==> src/rtl/core/wtsg_pkg.sv <==
// Shared types and constants of the wavetable sound generator.
package wtsg_pkg;

    localparam int WAVE_LENGTH = 32;
    localparam int WAVE_AW = 5;

    typedef enum logic [3:0] {
        REG_SELECT = 4'd0,
        REG_MASTER = 4'd1,
        REG_PER_LO = 4'd2,
        REG_PER_HI = 4'd3,
        REG_MODE   = 4'd4,
        REG_PAN    = 4'd5,
        REG_WAVE   = 4'd6,
        REG_NOISE  = 4'd7
    } reg_addr_t;

    localparam logic OP_WRITE = 1'b0;
    localparam logic OP_TICK  = 1'b1;

    localparam logic [4:0] ATTEN_LIMIT = 5'd29;

    function automatic logic [7:0] atten_lookup(input logic [4:0] r);
        logic [7:0] v;
        begin
            case (r)
                5'd0: v = 8'd255;
                5'd1: v = 8'd214;
                5'd2: v = 8'd180;
                5'd3: v = 8'd151;
                5'd4: v = 8'd127;
                5'd5: v = 8'd107;
                5'd6: v = 8'd90;
                5'd7: v = 8'd76;
                5'd8: v = 8'd64;
                5'd9: v = 8'd53;
                5'd10: v = 8'd45;
                5'd11: v = 8'd38;
                5'd12: v = 8'd32;
                5'd13: v = 8'd27;
                5'd14: v = 8'd22;
                5'd15: v = 8'd19;
                5'd16: v = 8'd16;
                5'd17: v = 8'd13;
                5'd18: v = 8'd11;
                5'd19: v = 8'd9;
                5'd20: v = 8'd8;
                5'd21: v = 8'd6;
                5'd22: v = 8'd5;
                5'd23: v = 8'd4;
                5'd24: v = 8'd4;
                5'd25: v = 8'd3;
                5'd26: v = 8'd2;
                5'd27: v = 8'd2;
                5'd28: v = 8'd2;
                5'd29: v = 8'd1;
                default: v = 8'd0;
            endcase
            return v;
        end
    endfunction

    // Attenuated output of one side; zero when the total attenuation is out of the table.
    function automatic logic [12:0] attenuate(input logic [4:0] level, input logic [3:0] master,
                                              input logic [4:0] vol, input logic [3:0] pan);
        logic [6:0] r;
        begin
            r = {2'b00, ~master, 1'b0} + {2'b00, ~vol} + {2'b00, ~pan, 1'b0};
            if (r > {2'b00, ATTEN_LIMIT})
            begin
                return 13'd0;
            end
            return level * atten_lookup(r[4:0]);
        end
    endfunction

endpackage

==> src/rtl/core/wtsg_ram.sv <==
// Generic single-port RAM with registered read.
module wtsg_ram #(
    parameter int WIDTH = 5,
    parameter int DEPTH = 256
) (
    input  logic                     clk,
    input  logic                     we,
    input  logic [$clog2(DEPTH)-1:0] addr,
    input  logic [WIDTH-1:0]         wdata,
    output logic [WIDTH-1:0]         rdata
);

    logic [WIDTH-1:0] mem [DEPTH];

    always_ff @(posedge clk)
    begin
        if (we)
        begin
            mem[addr] <= wdata;
        end
        rdata <= mem[addr];
    end

endmodule

==> src/rtl/core/six_channel_wavetable_sound_generator.sv <==
// Top level of the six-channel wavetable sound generator.
// Input items on s_axis: a register write or one generator tick. A write
// goes through the accept, the register update and wave memory access
// (ST_WRD) and the level reload (ST_WRL). A tick visits the channels one
// after another through one shared channel datapath and the single wave
// memory port, in states ST_CHA and ST_CHB for each channel, then in the
// mix state ST_MIX. s_axis_tready is low while an item is at work. A tick
// that changed anything produces one stereo sample on m_axis; it sits in
// the output register until taken, and the next item is not taken while
// that register is full.
// After reset the wave memory is cleared, all CHANNEL_COUNT*32 entries,
// with s_axis_tready low; configuration writes are taken meanwhile.
// cfg_we writes the channel enable mask (reset value all ones).
module six_channel_wavetable_sound_generator #(
    parameter int CHANNEL_COUNT = 6,
    parameter int NOISE_CHANNEL_FIRST = 4
) (
    input  logic        clk,
    input  logic        rst_n,
    input  logic        s_axis_tvalid,
    output logic        s_axis_tready,
    input  logic [15:0] s_axis_tdata,  // operation, reg_address[3:0], write_data[7:0], zero
    input  logic        m_axis_tready,
    output logic        m_axis_tvalid,
    output logic [31:0] m_axis_tdata,  // left_sample[15:0], right_sample[15:0]
    input  logic        cfg_we,
    input  logic [5:0]  cfg_wdata
);
    import wtsg_pkg::*;

    localparam int CW = (CHANNEL_COUNT > 1) ? $clog2(CHANNEL_COUNT) : 1;
    localparam int DEPTH = CHANNEL_COUNT * WAVE_LENGTH;
    localparam int MAW = $clog2(DEPTH);
    localparam int NF = NOISE_CHANNEL_FIRST;
    localparam int NN = (CHANNEL_COUNT > NF) ? CHANNEL_COUNT - NF : 1;
    localparam int NW = (NN > 1) ? $clog2(NN) : 1;

    typedef enum logic [6:0] {
        ST_CLEAR = 7'b0000001,
        ST_IDLE  = 7'b0000010,
        ST_WRD   = 7'b0000100,
        ST_WRL   = 7'b0001000,
        ST_CHA   = 7'b0010000,
        ST_CHB   = 7'b0100000,
        ST_MIX   = 7'b1000000
    } state_t;

    state_t state_reg, state_next;
    logic [5:0]  mask_reg;
    logic [MAW-1:0] clr_reg;
    logic [CW-1:0] ch_reg;
    logic [3:0]  addr_reg;
    logic [7:0]  data_reg;
    logic [2:0]  sel_reg;
    logic [3:0]  mlv_reg, mrv_reg;
    logic [11:0] per_reg [CHANNEL_COUNT];
    logic        on_reg [CHANNEL_COUNT];
    logic        dw_reg [CHANNEL_COUNT];
    logic [4:0]  vol_reg [CHANNEL_COUNT];
    logic [3:0]  pl_reg [CHANNEL_COUNT];
    logic [3:0]  pr_reg [CHANNEL_COUNT];
    logic [4:0]  pos_reg [CHANNEL_COUNT];
    logic [11:0] cnt_reg [CHANNEL_COUNT];
    logic [12:0] al_reg [CHANNEL_COUNT];
    logic [12:0] ar_reg [CHANNEL_COUNT];
    logic        ne_reg [NN];
    logic [10:0] np_reg [NN];
    logic [10:0] nc_reg [NN];
    logic [17:0] lfsr_reg [NN];
    logic [4:0]  nl_reg [NN];
    logic        pend_reg;
    logic        ev_reg;
    logic [15:0] suml_reg, sumr_reg;
    logic        ovalid_reg;
    logic [31:0] odata_reg;

    logic           ram_we;
    logic [MAW-1:0] ram_addr;
    logic [4:0]     ram_wdata, ram_rdata;

    logic       sel_ok;
    logic [CW-1:0] sel_c;
    logic       sel_noise;
    logic [NW-1:0] ns_idx;
    logic       ch_noise;
    logic [NW-1:0] cs_idx;
    logic       last_ch;
    logic       fire;
    logic [4:0] rd_pos;
    logic [4:0] wr_level;

    wtsg_ram #(.WIDTH(5), .DEPTH(DEPTH)) u_wave (
        .clk(clk), .we(ram_we), .addr(ram_addr), .wdata(ram_wdata), .rdata(ram_rdata)
    );

    assign sel_ok = ({1'b0, sel_reg} < 4'(CHANNEL_COUNT));
    assign sel_c = CW'(sel_reg);
    assign sel_noise = sel_ok && ({1'b0, sel_reg} >= 4'(NF));
    assign ns_idx = NW'(CW'(sel_reg) - CW'(NF));
    assign ch_noise = (32'(ch_reg) >= 32'(NF));
    assign cs_idx = NW'(ch_reg - CW'(NF));
    assign last_ch = (32'(ch_reg) == CHANNEL_COUNT - 1);
    assign fire = s_axis_tvalid && s_axis_tready;
    assign s_axis_tready = (state_reg == ST_IDLE) && !ovalid_reg;
    assign m_axis_tvalid = ovalid_reg;
    assign m_axis_tdata = odata_reg;
    assign rd_pos = (on_reg[ch_reg] && !dw_reg[ch_reg]) ? pos_reg[ch_reg] + 5'd1
                                                         : pos_reg[ch_reg];
    assign wr_level = (addr_reg == REG_WAVE) ? data_reg[4:0] : ram_rdata;

    // Wave memory address and write control.
    always_comb
    begin
        ram_we = 1'b0;
        ram_wdata = data_reg[4:0];
        ram_addr = {MAW{1'b0}};
        case (state_reg)
            ST_CLEAR:
            begin
                ram_we = 1'b1;
                ram_wdata = 5'd0;
                ram_addr = clr_reg;
            end
            ST_WRD:
            begin
                ram_addr = MAW'(sel_c * WAVE_LENGTH) + MAW'(pos_reg[sel_c]);
                ram_we = (addr_reg == REG_WAVE) && sel_ok;
            end
            ST_CHA:
            begin
                ram_addr = MAW'(ch_reg * WAVE_LENGTH) + MAW'(rd_pos);
            end
            default: ram_addr = {MAW{1'b0}};
        endcase
    end

    always_comb
    begin
        state_next = state_reg;
        case (state_reg)
            ST_CLEAR: if (32'(clr_reg) == DEPTH - 1) state_next = ST_IDLE;
            ST_IDLE:
            begin
                if (fire)
                begin
                    state_next = (s_axis_tdata[0] == OP_TICK) ? ST_CHA : ST_WRD;
                end
            end
            ST_WRD: state_next = ST_WRL;
            ST_WRL: state_next = ST_IDLE;
            ST_CHA: state_next = ST_CHB;
            ST_CHB: state_next = last_ch ? ST_MIX : ST_CHA;
            ST_MIX: state_next = ST_IDLE;
            default: state_next = ST_IDLE;
        endcase
    end

    always_ff @(posedge clk or negedge rst_n)
    begin
        if (!rst_n)
        begin
            state_reg <= ST_CLEAR;
            mask_reg <= 6'h3F;
            clr_reg <= '0;
            ch_reg <= '0;
            addr_reg <= '0;
            data_reg <= '0;
            sel_reg <= '0;
            mlv_reg <= '0;
            mrv_reg <= '0;
            pend_reg <= 1'b0;
            ev_reg <= 1'b0;
            suml_reg <= '0;
            sumr_reg <= '0;
            ovalid_reg <= 1'b0;
            odata_reg <= '0;
            for (int i = 0; i < CHANNEL_COUNT; i++)
            begin
                per_reg[i] <= '0; on_reg[i] <= 1'b0; dw_reg[i] <= 1'b0;
                vol_reg[i] <= '0; pl_reg[i] <= '0; pr_reg[i] <= '0;
                pos_reg[i] <= '0; cnt_reg[i] <= '0; al_reg[i] <= '0; ar_reg[i] <= '0;
            end
            for (int i = 0; i < NN; i++)
            begin
                ne_reg[i] <= 1'b0; np_reg[i] <= '0; nc_reg[i] <= '0;
                lfsr_reg[i] <= 18'd1; nl_reg[i] <= '0;
            end
        end
        else
        begin
            state_reg <= state_next;
            if (cfg_we)
            begin
                mask_reg <= cfg_wdata;
            end
            if (ovalid_reg && m_axis_tready)
            begin
                ovalid_reg <= 1'b0;
            end
            case (state_reg)
                ST_CLEAR: clr_reg <= clr_reg + 1'b1;
                ST_IDLE:
                begin
                    if (fire)
                    begin
                        addr_reg <= s_axis_tdata[4:1];
                        data_reg <= s_axis_tdata[12:5];
                        ch_reg <= '0;
                        ev_reg <= 1'b0;
                        suml_reg <= '0;
                        sumr_reg <= '0;
                    end
                end
                ST_WRD:
                begin
                    if (addr_reg == REG_SELECT)
                    begin
                        sel_reg <= data_reg[2:0];
                    end
                    else if (sel_ok)
                    begin
                        case (addr_reg)
                            REG_MASTER:
                            begin
                                mlv_reg <= data_reg[7:4];
                                mrv_reg <= data_reg[3:0];
                            end
                            REG_PER_LO: per_reg[sel_c][7:0] <= data_reg;
                            REG_PER_HI: per_reg[sel_c][11:8] <= data_reg[3:0];
                            REG_MODE:
                            begin
                                on_reg[sel_c] <= data_reg[7];
                                dw_reg[sel_c] <= data_reg[6];
                                vol_reg[sel_c] <= data_reg[4:0];
                                if (!data_reg[7] && !data_reg[6])
                                begin
                                    pos_reg[sel_c] <= '0;
                                end
                            end
                            REG_PAN:
                            begin
                                pl_reg[sel_c] <= data_reg[7:4];
                                pr_reg[sel_c] <= data_reg[3:0];
                            end
                            REG_NOISE:
                            begin
                                if (sel_noise)
                                begin
                                    ne_reg[ns_idx] <= data_reg[7];
                                    np_reg[ns_idx] <= (data_reg[4:0] == 5'h1F) ? 11'd32 :
                                                      {~data_reg[4:0], 6'd0};
                                end
                            end
                            default: ;
                        endcase
                    end
                end
                ST_WRL:
                begin
                    // Level reload after a mode write with both bits set or a wave write.
                    if (sel_ok && (((addr_reg == REG_MODE) && on_reg[sel_c] && dw_reg[sel_c])
                                   || (addr_reg == REG_WAVE)))
                    begin
                        pend_reg <= 1'b1;
                        al_reg[sel_c] <= attenuate(wr_level, mlv_reg, vol_reg[sel_c],
                                                   pl_reg[sel_c]);
                        ar_reg[sel_c] <= attenuate(wr_level, mrv_reg, vol_reg[sel_c],
                                                   pr_reg[sel_c]);
                        if ((addr_reg == REG_WAVE) && !on_reg[sel_c])
                        begin
                            pos_reg[sel_c] <= pos_reg[sel_c] + 5'd1;
                        end
                    end
                end
                ST_CHA:
                begin
                    if (ch_noise)
                    begin
                        if (nc_reg[cs_idx] != 11'd0)
                        begin
                            nc_reg[cs_idx] <= nc_reg[cs_idx] - 11'd1;
                        end
                        else
                        begin
                            nc_reg[cs_idx] <= np_reg[cs_idx];
                            nl_reg[cs_idx] <= lfsr_reg[cs_idx][0] ? 5'd31 : 5'd0;
                            lfsr_reg[cs_idx] <= {lfsr_reg[cs_idx][0] ^ lfsr_reg[cs_idx][1]
                                                 ^ lfsr_reg[cs_idx][11] ^ lfsr_reg[cs_idx][12]
                                                 ^ lfsr_reg[cs_idx][17],
                                                 lfsr_reg[cs_idx][17:1]};
                        end
                    end
                end
                ST_CHB:
                begin
                    if (cnt_reg[ch_reg] != 12'd0)
                    begin
                        cnt_reg[ch_reg] <= cnt_reg[ch_reg] - 12'd1;
                        if (mask_reg[ch_reg])
                        begin
                            suml_reg <= suml_reg + 16'(al_reg[ch_reg]);
                            sumr_reg <= sumr_reg + 16'(ar_reg[ch_reg]);
                        end
                    end
                    else
                    begin
                        logic [4:0] lv;
                        logic [12:0] nal, nar;
                        lv = 5'd0;
                        if (on_reg[ch_reg])
                        begin
                            if (ch_noise && ne_reg[cs_idx])
                            begin
                                lv = nl_reg[cs_idx];
                            end
                            else
                            begin
                                lv = ram_rdata;
                                if (!dw_reg[ch_reg])
                                begin
                                    pos_reg[ch_reg] <= pos_reg[ch_reg] + 5'd1;
                                end
                            end
                        end
                        nal = attenuate(lv, mlv_reg, vol_reg[ch_reg], pl_reg[ch_reg]);
                        nar = attenuate(lv, mrv_reg, vol_reg[ch_reg], pr_reg[ch_reg]);
                        cnt_reg[ch_reg] <= per_reg[ch_reg];
                        al_reg[ch_reg] <= nal;
                        ar_reg[ch_reg] <= nar;
                        ev_reg <= 1'b1;
                        if (mask_reg[ch_reg])
                        begin
                            suml_reg <= suml_reg + 16'(nal);
                            sumr_reg <= sumr_reg + 16'(nar);
                        end
                    end
                    ch_reg <= ch_reg + 1'b1;
                end
                ST_MIX:
                begin
                    if (pend_reg || ev_reg)
                    begin
                        ovalid_reg <= 1'b1;
                        odata_reg <= {sumr_reg, suml_reg};
                    end
                    pend_reg <= 1'b0;
                end
                default: ;
            endcase
        end
    end

endmodule

==> config.mk <==
export PLATFORM = sky130hd
export DESIGN_NAME = six_channel_wavetable_sound_generator
export DESIGN_NICKNAME = d
export VERILOG_FILES = /design/src/rtl/core/wtsg_pkg.sv /design/src/rtl/core/wtsg_ram.sv /design/src/rtl/core/six_channel_wavetable_sound_generator.sv
export SDC_FILE = /design/constraint.sdc
export NUM_CORES = 2
export LEC_CHECK = 0
export BUFFER_PORTS_ARGS = -buffer_cell sky130_fd_sc_hd__buf_2
export CAP_MARGIN = 20
export CORE_MARGIN = 3
export CORE_UTILIZATION = 40
export CTS_CLUSTER_SIZE = 10
export DETAILED_ROUTE_END_ITERATION = 7
export PLACE_DENSITY = 0.57
export SETUP_SLACK_MARGIN = 0.2
export SLEW_MARGIN = 20
export SYNTH_ARGS = -nofsm -noshare
export SYNTH_HDL_FRONTEND = slang
export SYNTH_HIERARCHICAL = 1
export SYNTH_SLANG_ARGS = --single-unit
==> constraint.sdc <==
create_clock -name clk -period 10.6 [get_ports clk]
set_input_delay 1.06 -clock clk [delete_from_list [all_inputs] [get_ports clk]]
set_output_delay 1.06 -clock clk [all_outputs]
set_load 0.005 [all_outputs]
==> results.cfg <==
[place]
hpwlAfterDp_um = 142000
port_buffers = 57
gp_congestion = 0.878
post-place-ws_ns = 0.694

[critical_path]
reg2regPathDepth = 34
worstSetupPathType = register to register
cp-end-kind = register
path_delay_family = adder cells
r2r_end = sumr_reg[13]
cp.depth = 34
path_common_cell = fa_1
r2r_start = ch_reg[0]
worst_ep_required_time_ns = 11.27
r2r_setup_slack_ns = 0.73
endpoint = sumr_reg[13]
cp_slowest_cell = dfrtp_4
start_kind = register
cp_num_buf_inv = 3
arrival_ns = 10.54
path_max_fanout = 19
slowest_delay_ns = 0.62
worstSetupStartpoint = ch_reg[0]

[grt]
grt_pass1_wl_um = 332000
antenna_found_initial = 5
grt-ovfl-total = 0
grt_use_total = 0.222
first_global_vias = 50200
grt_max_degree = 193

[clocking]
cts_sinks = 1573
numCtsBuffers = 182
clk_path_buf_depth = 3
clk_latency_ns = 0.82
h-tree-depth = 4
cts_root_buffer = clkbuf_16
clk_pin_slew_ns = 0.06
cts_tree = built

[floorplan]
die_w_um = 444
initial_core_util = 0.403
die_h_um = 444
core_area_um2 = 190000
io_pins = 61
rows = 160
die_area_um2 = 197000

[synthesis]
async_flop_share = 0.387
synth.distinct_cells = 112
synthAdderAreaFrac = 0.0498
synth_simple_gate_area_frac = 0.0818
synth_top_family_by_area = multiplexers
syn_inst = 5774
synth_compound_area_frac = 0.112
ys_ff_latch = 1573
syn_area_um2 = 76800
synth_xor_area_frac = 0.00992
yosys_most_used_dff = edfxtp_1
synth_top_cell_area_share = 0.375
syn_avg_cell_area_um2 = 13.3
yosysWarnings = 6
ys_seq_area_frac = 0.575
synthesis.nets = 6050
post-synth-top-area-cell = edfxtp_1
synth_mux_area_frac = 0.138
synth_edf_count = 960
ys_top_cells_by_area = edfxtp_1 (38%), dfrtp_1 (20%), mux4_2 (6.0%)

[timing]
slew_viol_final = 0
skew_ns = 0.0322
hold_viol_final = 0
final_period_minus_worst_setup_slack_ns = 9.87
setup_tns_ns = 0
max_freq_mhz = 101
setup-violations-final = 0
rsz0062_at_grt = true
slew_headroom = 0.237
worst_slack_ns = 0.732
whs_ns = 0.225
worst_slew_pin_slew_ns = 1.14
period_share = 0.931

[layout]
drive_gt1_frac = 0.180
nets = 6067
regArea_um2 = 44200
area_growth_pct = 10.8
fillCellCount = 17000
largest_reg_flops = 960
multiInputGateArea_um2 = 30300

[flow_run]
drv_cap = 0

[route]
wirelength_um = 222000
dr.pass1.iters = 6
drc = 0
drtAntennaViolNets = 0
dr_total_vias = 50700
post_drt_wl_per_cell_um = 26.4
drt_iter0_drc = 5568
drt-vias-per-instance = 6.05

[power]
p_leak_uw = 0.0314
p_seq_frac = 0.341
ir_worst_vdd_v = 0.000279
clkPwrFrac = 0.264
power_density_nw_per_um2 = 252
power_switching_uw = 8400
p_comb_frac = 0.395
swShare = 0.392
p_int_uw = 13000

[hold_path]
hold_class = primary input to async pin

[outcome]
status = finished, final reports clean
cell usage after synthesis (all sizes together), types with 94 or more instances:
cell / n
a21oi: 129
a22o: 137
a22oi: 184
buf: 161
clkbuf: 202
dfrtp: 599
edfxtp: 960
fa: 94
ha: 155
inv: 191
mux2: 310
mux2i: 178
mux4: 232
nand2: 441
nand3: 126
nor2: 437
o21ai: 242
o22ai: 155
through the flow:
step	total power, µW	util	std cells	area [µm²]
after CTS	21500	0.447	8385	85000
after global routing	22600	0.447	8387	85100
after global placement	15600	0.419	8117	79800
final	21400	0.447	8388	85100
after floorplan	13000	-	5774	76800
after detailed placement	15700	0.419	8117	79800
cells in the final DEF (no fill, tap or decap), types with 25 or more instances in the layout:
cell type    n
inv_1      189
a21oi_1    126
o211ai_1    33
fa_1        93
or2_2       29
mux4_2     206
clkbuf_16  183
edfxtp_1   960
mux4_1      26
buf_2       56
nor2_1     422
ha_1       155
and3_1      25
nand3_1    124
a22o_1     137
o31ai_1     32
buf_4      126
mux2i_1    177
a221oi_1    29
dfrtp_1    596
o21ai_0    228
nor2b_1     39
o2bb2ai_1   33
nand2b_1    53
nor3_1      73
o22ai_1    155
nand2_1    435
clkbuf_1    57
a22oi_1    183
xor2_1      36
mux2_2     308
xnor2_1     50
area by class of cell:
class | instances | share of cell area
sequential | 1573 | 0.519
tap | 2511 | 0.0369
clock buffer | 250 | 0.0580
multi-input combinational | 3644 | 0.357
inverter | 194 | 0.00856
timing repair buffer | 196 | 0.0174
clock inverter | 18 | 0.00335
antenna | 2 | 0.0000588
what timing repair did:
item | CTS | global route
endpoints found under the hold margin | 0 | 0
resized for setup | 0 | 3
hold buffers | 0 | 0
setup endpoints to repair | 0 | 7
buffers inserted | 0 | 0
how the worst min path moves through the flow:
stage / startpoint / end / depth (start not counted)
after floorplan: cnt_reg[23] / cnt_reg[23] / 2
after global placement: cnt_reg[23] / cnt_reg[23] / 2
after detailed placement: nc_reg[1] / nc_reg[1] / 2
after CTS: rst_n / al_reg[74] / 1
after global routing: rst_n / al_reg[74] / 1
final: rst_n / m_axis_tdata[2] / 1
power by group through the flow:
stage               clock [µW]  combinational [µW]  sequential, µW
floorplan                    0                5550            7470
global placement             0                8210            7420
detailed placement           0                8310            7420
CTS                       5800                8350            7300
global route              6050                9200            7310
finish                    5670                8470            7300
routing by layer:
layer / global-route usage / wire, µm
met1: 0.322 / 96400
met2: 0.338 / 100000
met3: 0.0393 / 18400
met4: 0.0712 / 6770
met5: 0 / 13
cell families after synthesis:
kind of cell	after synthesis
buf+inv	557
xor+xnor	87
mux	720
fa+ha+maj	249
simple gates	1368
compound gates	1220
flops	1573
Note: power is estimated with default switching activity, not from simulation.
